$ cat src/rtl/ddip_pkg.sv
// ----------------------------------------------------------------------------
// ddip_pkg
// Types, character codes and reset constants for the delimited decimal
// integer parser.
// ----------------------------------------------------------------------------
package ddip_pkg;

  // Result queue geometry.
  localparam int FIFO_DEPTH = 4;
  localparam int FIFO_AW    = $clog2(FIFO_DEPTH);
  localparam int CNT_W      = $clog2(FIFO_DEPTH + 1);

  // Register map: the index is address bit 3 (registers 8 bytes apart).
  localparam logic REG_DELIMITER = 1'b0;
  localparam logic REG_INVALID   = 1'b1;

  // Register reset values.
  localparam logic [7:0]  DELIMITER_RESET = 8'd44;
  localparam logic [63:0] INVALID_RESET   = 64'h7FFF_FFFF_FFFF_FFFF;

  // Largest magnitude that may still take another digit (floor of 2^63 / 10).
  localparam logic [63:0] MAG_LIMIT_DIV10 = 64'd922337203685477580;

  // Character codes.
  localparam logic [7:0] CH_SPACE = 8'h20;
  localparam logic [7:0] CH_TAB   = 8'h09;
  localparam logic [7:0] CH_CR    = 8'h0D;
  localparam logic [7:0] CH_PLUS  = 8'h2B;
  localparam logic [7:0] CH_MINUS = 8'h2D;
  localparam logic [7:0] CH_DOT   = 8'h2E;
  localparam logic [7:0] CH_ZERO  = 8'h30;
  localparam logic [7:0] CH_NINE  = 8'h39;

  // Position inside the current field.
  typedef enum logic [4:0] {
    PH_LEAD  = 5'b00001,
    PH_SIGN  = 5'b00010,
    PH_INT   = 5'b00100,
    PH_FRAC  = 5'b01000,
    PH_TRAIL = 5'b10000
  } phase_t;

  // One entry of the result queue.
  typedef struct packed {
    logic [63:0] value;
    logic        last;
  } result_t;

  function automatic logic is_space(input logic [7:0] c);
    return (c == CH_SPACE) || ((c >= CH_TAB) && (c <= CH_CR));
  endfunction

endpackage

$ cat src/rtl/delimited_decimal_int_parser.sv
// ----------------------------------------------------------------------------
// delimited_decimal_int_parser
// Splits a byte stream at a programmable delimiter and converts every field
// into a signed 64-bit integer.
// ----------------------------------------------------------------------------
// Usage:
// Text enters on the in_ stream, one byte per transfer; in_tlast marks the
// last byte of a string. Each finished field leaves on the out_ stream as a
// 64-bit two's complement value, with out_tlast set on the final field of
// the string. A delimiter byte ends a field; a delimiter that is also the
// last byte yields two results, the field it ends and an empty field.
// Fields that are empty, malformed or out of range carry invalid_value.
// The APB port holds the delimiter (address 0) and invalid_value
// (address 8); write them only while the block is idle.
// A result is presented on out_ once its completing byte has passed the
// input register and been written to the result queue. Throughput: one byte
// per cycle while the queue has room, set by the digit accumulate
// (shift-add by ten) on the field state.
// Accepted bytes pass one input register and then a four-entry result
// queue; in_tready drops while a byte waits in the input register and the
// queue has fewer than two free entries, so a stalled receiver backs up
// into the input stream without loss.
// Reset (synchronous, rst_n low) empties the pipeline and queue, clears the
// field state and restores delimiter to a comma and invalid_value to 2^63-1.
// ----------------------------------------------------------------------------
module delimited_decimal_int_parser
  import ddip_pkg::*;
(
  input  logic        clk,
  input  logic        rst_n,
  // Input stream.
  input  logic        in_tvalid,
  output logic        in_tready,
  input  logic [7:0]  in_tdata,   // [7:0] text_byte
  input  logic        in_tlast,   // end_of_text
  // Result stream.
  output logic        out_tvalid,
  input  logic        out_tready,
  output logic [63:0] out_tdata,  // [63:0] field_value
  output logic        out_tlast,  // last_field
  // Configuration port.
  input  logic        cfg_psel,
  input  logic        cfg_penable,
  input  logic        cfg_pwrite,
  input  logic [3:0]  cfg_paddr,
  input  logic [63:0] cfg_pwdata,
  output logic [63:0] cfg_prdata,
  output logic        cfg_pready
);

  // --------------------------------------------------------------------------
  // Configuration registers. Only address bit 3 is decoded, so the two
  // registers alias across the low address bits.
  // --------------------------------------------------------------------------
  logic [7:0]  delim_r;
  logic [63:0] inval_r;
  logic        cfg_wr;

  assign cfg_pready = 1'b1;
  assign cfg_wr     = cfg_psel & cfg_penable & cfg_pwrite & cfg_pready;
  assign cfg_prdata = (cfg_paddr[3] == REG_INVALID) ? inval_r : {56'd0, delim_r};

  always_ff @(posedge clk) begin
    if (!rst_n) begin
      delim_r <= DELIMITER_RESET;
      inval_r <= INVALID_RESET;
    end else if (cfg_wr) begin
      if (cfg_paddr[3] == REG_DELIMITER) begin
        delim_r <= cfg_pwdata[7:0];
      end else begin
        inval_r <= cfg_pwdata;
      end
    end
  end

  // --------------------------------------------------------------------------
  // Input register. A byte waits here until the result queue can take the
  // up to two results it may cause.
  // --------------------------------------------------------------------------
  logic            stg_vld_r;
  logic [7:0]      stg_byte_r;
  logic            stg_last_r;
  logic [CNT_W-1:0] cnt_r;
  logic            room;
  logic            in_fire;
  logic            stg_fire;

  assign room      = (cnt_r <= CNT_W'(FIFO_DEPTH - 2));
  assign in_tready = !stg_vld_r || room;
  assign in_fire   = in_tvalid && in_tready;
  assign stg_fire  = stg_vld_r && room;

  always_ff @(posedge clk) begin
    if (!rst_n) begin
      stg_vld_r <= 1'b0;
    end else if (in_fire) begin
      stg_vld_r <= 1'b1;
    end else if (stg_fire) begin
      stg_vld_r <= 1'b0;
    end
  end

  always_ff @(posedge clk) begin
    if (in_fire) begin
      stg_byte_r <= in_tdata;
      stg_last_r <= in_tlast;
    end
  end

  // --------------------------------------------------------------------------
  // Field state and the per-byte update.
  // --------------------------------------------------------------------------
  logic [63:0] mag_r;
  logic        neg_r;
  phase_t      ph_r;
  logic        seen_r;
  logic        bad_r;

  logic [63:0] t_mag;
  logic        t_neg;
  phase_t      t_ph;
  logic        t_seen;
  logic        t_bad;

  logic        is_delim;
  logic        is_sign;
  logic        is_digit;
  logic [63:0] digit;
  logic [63:0] mag_x10;
  logic        mag_ovf;

  assign is_delim = (stg_byte_r == delim_r);
  assign is_sign  = (stg_byte_r == CH_PLUS) || (stg_byte_r == CH_MINUS);
  assign is_digit = (stg_byte_r >= CH_ZERO) && (stg_byte_r <= CH_NINE);
  assign digit    = {60'd0, stg_byte_r[3:0]};
  // Multiply by ten as (m << 3) + (m << 1); the sum is only taken when it
  // cannot wrap, since the overflow check stops any magnitude above 2^63.
  assign mag_x10  = {mag_r[60:0], 3'b000} + {mag_r[62:0], 1'b0} + digit;
  assign mag_ovf  = (mag_r > MAG_LIMIT_DIV10) ||
                    ((mag_r == MAG_LIMIT_DIV10) && (stg_byte_r[3:0] > 4'd8));

  // Field state after taking a non-delimiter byte. A bad field ignores
  // everything until it is emitted.
  always_comb begin
    t_mag  = mag_r;
    t_neg  = neg_r;
    t_ph   = ph_r;
    t_seen = seen_r;
    t_bad  = bad_r;
    if (!bad_r) begin
      if (is_space(stg_byte_r)) begin
        if (ph_r == PH_SIGN) begin
          t_bad = 1'b1;
        end else if ((ph_r == PH_INT) || (ph_r == PH_FRAC)) begin
          t_ph = PH_TRAIL;
        end
      end else if (is_sign) begin
        if (ph_r == PH_LEAD) begin
          t_ph  = PH_SIGN;
          t_neg = (stg_byte_r == CH_MINUS);
        end else begin
          t_bad = 1'b1;
        end
      end else if (is_digit) begin
        if (ph_r == PH_TRAIL) begin
          t_bad = 1'b1;
        end else if (ph_r == PH_FRAC) begin
          // Fraction digits only count as digits; truncation drops them.
          t_seen = 1'b1;
        end else begin
          t_ph   = PH_INT;
          t_seen = 1'b1;
          if (mag_ovf) begin
            t_bad = 1'b1;
          end else begin
            t_mag = mag_x10;
          end
        end
      end else if (stg_byte_r == CH_DOT) begin
        if ((ph_r == PH_LEAD) || (ph_r == PH_SIGN) || (ph_r == PH_INT)) begin
          t_ph = PH_FRAC;
        end else begin
          t_bad = 1'b1;
        end
      end else begin
        t_bad = 1'b1;
      end
    end
  end

  // The field that is emitted: the stored one when a delimiter ends it,
  // else the one that includes the current byte.
  logic [63:0] src_mag;
  logic        src_neg;
  logic        src_invalid;
  logic [63:0] field_val;
  logic        emit1;
  logic        emit2;

  assign src_mag     = is_delim ? mag_r : t_mag;
  assign src_neg     = is_delim ? neg_r : t_neg;
  // A positive magnitude of 2^63 is out of range; negative 2^63 is fine.
  assign src_invalid = (is_delim ? (bad_r || !seen_r) : (t_bad || !t_seen)) ||
                       (!src_neg && src_mag[63]);
  assign field_val   = src_invalid ? inval_r :
                       (src_neg ? (64'd0 - src_mag) : src_mag);
  assign emit1       = stg_fire && (is_delim || stg_last_r);
  assign emit2       = stg_fire && is_delim && stg_last_r;

  always_ff @(posedge clk) begin
    if (!rst_n) begin
      mag_r  <= 64'd0;
      neg_r  <= 1'b0;
      ph_r   <= PH_LEAD;
      seen_r <= 1'b0;
      bad_r  <= 1'b0;
    end else if (stg_fire) begin
      if (emit1) begin
        mag_r  <= 64'd0;
        neg_r  <= 1'b0;
        ph_r   <= PH_LEAD;
        seen_r <= 1'b0;
        bad_r  <= 1'b0;
      end else begin
        mag_r  <= t_mag;
        neg_r  <= t_neg;
        ph_r   <= t_ph;
        seen_r <= t_seen;
        bad_r  <= t_bad;
      end
    end
  end

  // --------------------------------------------------------------------------
  // Result queue. Up to two entries are written per cycle; the second one
  // is always the empty field that follows a trailing delimiter.
  // --------------------------------------------------------------------------
  result_t              fifo_r [FIFO_DEPTH];
  logic [FIFO_AW-1:0]   wr_ptr_r;
  logic [FIFO_AW-1:0]   rd_ptr_r;
  logic [CNT_W-1:0]     cnt_nxt;
  logic                 out_fire;

  assign out_fire   = out_tvalid && out_tready;
  assign out_tvalid = (cnt_r != '0);
  assign out_tdata  = fifo_r[rd_ptr_r].value;
  assign out_tlast  = fifo_r[rd_ptr_r].last;
  assign cnt_nxt    = cnt_r + CNT_W'(emit1) + CNT_W'(emit2) - CNT_W'(out_fire);

  always_ff @(posedge clk) begin
    if (emit1) begin
      fifo_r[wr_ptr_r] <= '{value: field_val, last: !is_delim};
    end
    if (emit2) begin
      fifo_r[wr_ptr_r + FIFO_AW'(1)] <= '{value: inval_r, last: 1'b1};
    end
  end

  always_ff @(posedge clk) begin
    if (!rst_n) begin
      wr_ptr_r <= '0;
      rd_ptr_r <= '0;
      cnt_r    <= '0;
    end else begin
      wr_ptr_r <= wr_ptr_r + FIFO_AW'(emit1) + FIFO_AW'(emit2);
      rd_ptr_r <= rd_ptr_r + FIFO_AW'(out_fire);
      cnt_r    <= cnt_nxt;
    end
  end

`ifndef SYNTHESIS
  // The queue never holds more entries than it has.
  a_cnt_bound: assert property (@(posedge clk) disable iff (!rst_n)
    cnt_r <= CNT_W'(FIFO_DEPTH))
    else $error("result queue count exceeds depth");

  // Emitting a field leaves a cleared field behind.
  a_clear_after_emit: assert property (@(posedge clk) disable iff (!rst_n)
    emit1 |=> (mag_r == 64'd0) && !seen_r && !bad_r && !neg_r && (ph_r == PH_LEAD))
    else $error("field state not cleared after emit");

  // A bad field stays bad until it is emitted.
  a_bad_sticky: assert property (@(posedge clk) disable iff (!rst_n)
    (bad_r && !emit1) |=> bad_r)
    else $error("bad flag dropped inside a field");

  // The magnitude only grows through digits.
  a_mag_needs_digit: assert property (@(posedge clk) disable iff (!rst_n)
    !seen_r |-> (mag_r == 64'd0))
    else $error("nonzero magnitude without a digit");
`endif

endmodule
$ cat config.mk
export PLATFORM = sky130hd
export DESIGN_NAME = delimited_decimal_int_parser
export DESIGN_NICKNAME = d
export VERILOG_FILES = /design/src/rtl/ddip_pkg.sv /design/src/rtl/delimited_decimal_int_parser.sv
export SDC_FILE = /design/constraint.sdc
export NUM_CORES = 1
export LEC_CHECK = 0
export BUFFER_PORTS_ARGS = -buffer_cell sky130_fd_sc_hd__buf_2
export CORE_AREA = 3 3 267 269
export DETAILED_ROUTE_END_ITERATION = 6
export DIE_AREA = 0 0 270 272
export GPL_ROUTABILITY_DRIVEN = 0
export PLACE_DENSITY = 0.69
export SLEW_MARGIN = 20
export SYNTH_ARGS = -nofsm -noshare
export SYNTH_HDL_FRONTEND = slang
export SYNTH_SLANG_ARGS = --single-unit
$ cat constraint.sdc
create_clock -name clk -period 8.1 [get_ports clk]
set_clock_uncertainty 0.05 [all_clocks]
set_input_delay 0.81 -clock clk [delete_from_list [all_inputs] [get_ports clk]]
set_output_delay 0.81 -clock clk [all_outputs]
set_load 0.01 [all_outputs]
==> results_dict.tcl <==
set metrics [dict create \
    status "complete, no violations" \
    grt_pass1_wl_mm 132 \
    grt_use_met1_pct 30.2 \
    endpoint_kind "register" \
    min_period_over_period_pct 81.5 \
    syn_to_final_growth_pct 11.9 \
    synth_seq_cells 421 \
    tritoncts "done" \
    cp_slowest_stage_delay_ns 0.73 \
    vdd.ir_drop.worst_mv 0.158 \
    fp.dieArea_um2 73400 \
    diodes 0 \
    finalNetCount 3220 \
    cts_buffer_depth 3 \
    numCtsBuffers 43 \
    synth_most_common_cell "nand2_1" \
    drive_above_1_share_pct 14.9 \
    slew_viol_final 0 \
    grt_pass1_vias 22700 \
    clock_latency_ns 0.56 \
    path_class "reg2reg" \
    syn_area_um2 27600 \
    cts_setup_buffers 0 \
    syn_nets 3114 \
    worst-path-buf-inv 0 \
    cts_resized 0 \
    fin_util_pct 44.9 \
    synth_commonest_cells "nand2_1 (418), edfxtp_1 (265), o21ai_0 (183), nor2_1 (173), dfxtp_1 (156)" \
    hold_class "in2reg" \
    synth_xor_area_share_pct 3.71 \
    combPwrFrac_pct 18.9 \
    drt-total-wl_mm 85.3 \
    grt_start_max_net_pins 76 \
    grt_use_met3_pct 2.67 \
    regArea_um2 11100 \
    die_y_um 272 \
    synth_compound_area_share_pct 20.4 \
    p_per_area_nw_per_um2 175 \
    worstPathMaxFanout 9 \
    synth_fa_ha_area_share_pct 6.07 \
    dpl_cell_area_um2 29500 \
    pwr-share-clk_pct 35.8 \
    p_switching_mw 1.52 \
    grt-ovfl-total 0 \
    fin_setup_tns_ns 0 \
    rows 96 \
    via_per_inst 6.06 \
    reg2reg_slack_ns 1.49 \
    drc 0 \
    p_int_mw 3.89 \
    synthArstFlopShare_pct 0 \
    cp.required_ns 8.47 \
    nFillCells 6487 \
    avgSynthCellArea_um2 9.52 \
    path_delay_family "simple AND/OR/NAND/NOR gates" \
    final_cell_area_um2 30900 \
    cts_hold_buf 0 \
    netlist-cell-type-count 105 \
    path_cells "or4_1 > nor4_1 > o21ai_1 > a22oi_2 > a21boi_4 > a21oi_1 > ha_1 > and3_1 > and2_1 > nand2_1 > nor4_1 > a41oi_1 > nor4_1 > and3_1 > and2_0 > a21oi_1 > xnor2_1 > a22o_1" \
    tightestPinTransition_ns 1.12 \
    first_pass_iters 6 \
    synth.top_cell.area_share_pct 28.8 \
    detailed_place_hpwl_mm 59.7 \
    setup_viol 0 \
    pin_count 216 \
    use_met2_pct 37.6 \
    power.leakage_nw 11.6 \
    pwr-share-seq_pct 45.4 \
    synthTopCellsByArea "edfxtp_1 (29%), dfxtp_1 (11%), ha_1 (5.7%)" \
    antenna_found_initial 0 \
    die_w_um 270 \
    initial_core_util_pct 40.1 \
    finalHoldViolCount 0 \
    synth_top_family_by_area "compound AO/OA/AOI/OAI gates" \
    cp-start-kind "register" \
    post-route-min-period_ns 6.61 \
    synth_mux_area_share_pct 7.79 \
    yosys_warnings 0 \
    fmax_mhz 151 \
    rsz0062_at_grt "no" \
    grt_util_all_layers_pct 22.3 \
    antenna_left 0 \
    synth-edff-count 265 \
    ys_seq_area_share_pct 40.1 \
    syn_inst 2899 \
    root_buffer "clkbuf_16" \
    io_buffers 211 \
    synth-simple-area-share_pct 18.7 \
    p_sw_share_pct 28.1 \
    clkSinkCount 421 \
    slew_headroom_pct 25.1 \
    htree_levels 2 \
    clkTransAtPathRegs_ns 0.06 \
    yosys.area.top_type "edfxtp_1" \
    maxCapViolCount 0 \
    avgRoutedWirePerCell_um 21.5 \
    crit_slowest_cell "nor4_1" \
    crit_top_cell "nor4_1" \
    coreArea_um2 68800 \
    worstPathArrival_ns 6.97 \
    busiest_layer "met2" \
    multi_input_area_um2 15800 \
    drt_iter0_drc 2727 \
    synthFlopType "edfxtp_1" \
    dr_total_vias 24100 \
]
==> cell families (layout without fill, tap and decap cells) <==
group	Yosys count	after routing
adder cells (fa/ha/maj)	131	131
buffers and inverters	220	360
AND/OR/NAND/NOR	1065	1065
flip-flops	421	421
XOR/XNOR	116	116
other	1	1
multiplexers	132	132
AO/OA/AOI/OAI	813	813
==> stage by stage <==
step           worst slack [ns]  hold slack [ns]  power (mW)  std cells
2_1_floorplan              2.31            0.387        3.14       2899
3_3_place_gp               1.66            0.396        3.51       3891
3_5_place_dp               1.61            0.408        3.52       3891
4_1_cts                    1.59            0.363        5.43       3970
5_1_grt                    1.17            0.372        5.59       3970
6_report                   1.49            0.382        5.41       3970
==> power groups by stage <==
stage                     clock network (mW)  logic (mW)  registers [mW]
after floorplan                            0       0.707            2.43
after global placement                     0        1.02            2.50
after detailed placement                   0        1.02            2.50
after CTS                               1.94        1.03            2.45
after global routing                    2.03        1.09            2.47
final                                   1.93        1.02            2.45
==> per-layer routing <==
| metal | routed length, um | vias to the layer above |
|---|---|---|
| met5 | 0 | - |
| met4 | 2430 | 0 |
| met3 | 6440 | 155 |
| met2 | 40300 | 1059 |
| met1 | 36100 | 11700 |
| li1 | - | 11100 |
==> layout make-up <==
class,instances,share of cell area [%]
Tap cell,931,3.77
Inverter,36,0.437
Multi-Input combinational cell,2258,51.3
Clock buffer,57,3.82
Clock inverter,22,0.571
Sequential cell,421,35.9
Timing Repair Buffer,245,4.25
==> placed cells by master, fill, tap and decap left out, types with 26 or more instances in the layout <==
cell       count
buf_4         35
mux2i_1       54
o21ai_0      183
dfxtp_1      154
nor2b_1       69
a21oi_1      148
a21o_1        26
ha_1         126
xor2_1        44
xnor2_1       71
o211ai_1      28
nor4_1        27
nand3_1       94
nand4_1       33
mux4_2        65
inv_1         36
clkbuf_16     44
nand2_1      414
and2_1        78
a22o_1       142
nor3_1        49
nor2_1       165
a22oi_1       61
edfxtp_1     265
buf_2        210
==> registers in the layout, indices dropped and copies added (netlist names) <==
register,cells
fifo_r,260
mag_r,64
seen_r,1
rd_ptr_r,2
cnt_r,3
stg_byte_r,8
bad_r,1
ph_r,5
inval_r,64
neg_r,1
stg_last_r,1
delim_r,8
stg_vld_r,1
wr_ptr_r,2
==> path summary, 6_finish.rpt <==
| check | startpoint | endpoint | cells past startpoint |
|---|---|---|---|
| worst max-delay path | mag_r[60]$_SDFFE_PN0P_ | fifo_r[1][49]$_DFFE_PP_ | 18 |
| worst min-delay path | in_tlast | stg_last_r$_DFFE_PP_ | 1 |
| worst max register to register | mag_r[60]$_SDFFE_PN0P_ | fifo_r[1][49]$_DFFE_PP_ | 18 |
| worst min register to register | fifo_r[1][0]$_SDFFE_PP1P_ | fifo_r[1][0]$_SDFFE_PP1P_ | 2 |
No activity file was read; power rests on OpenSTA's default activity.
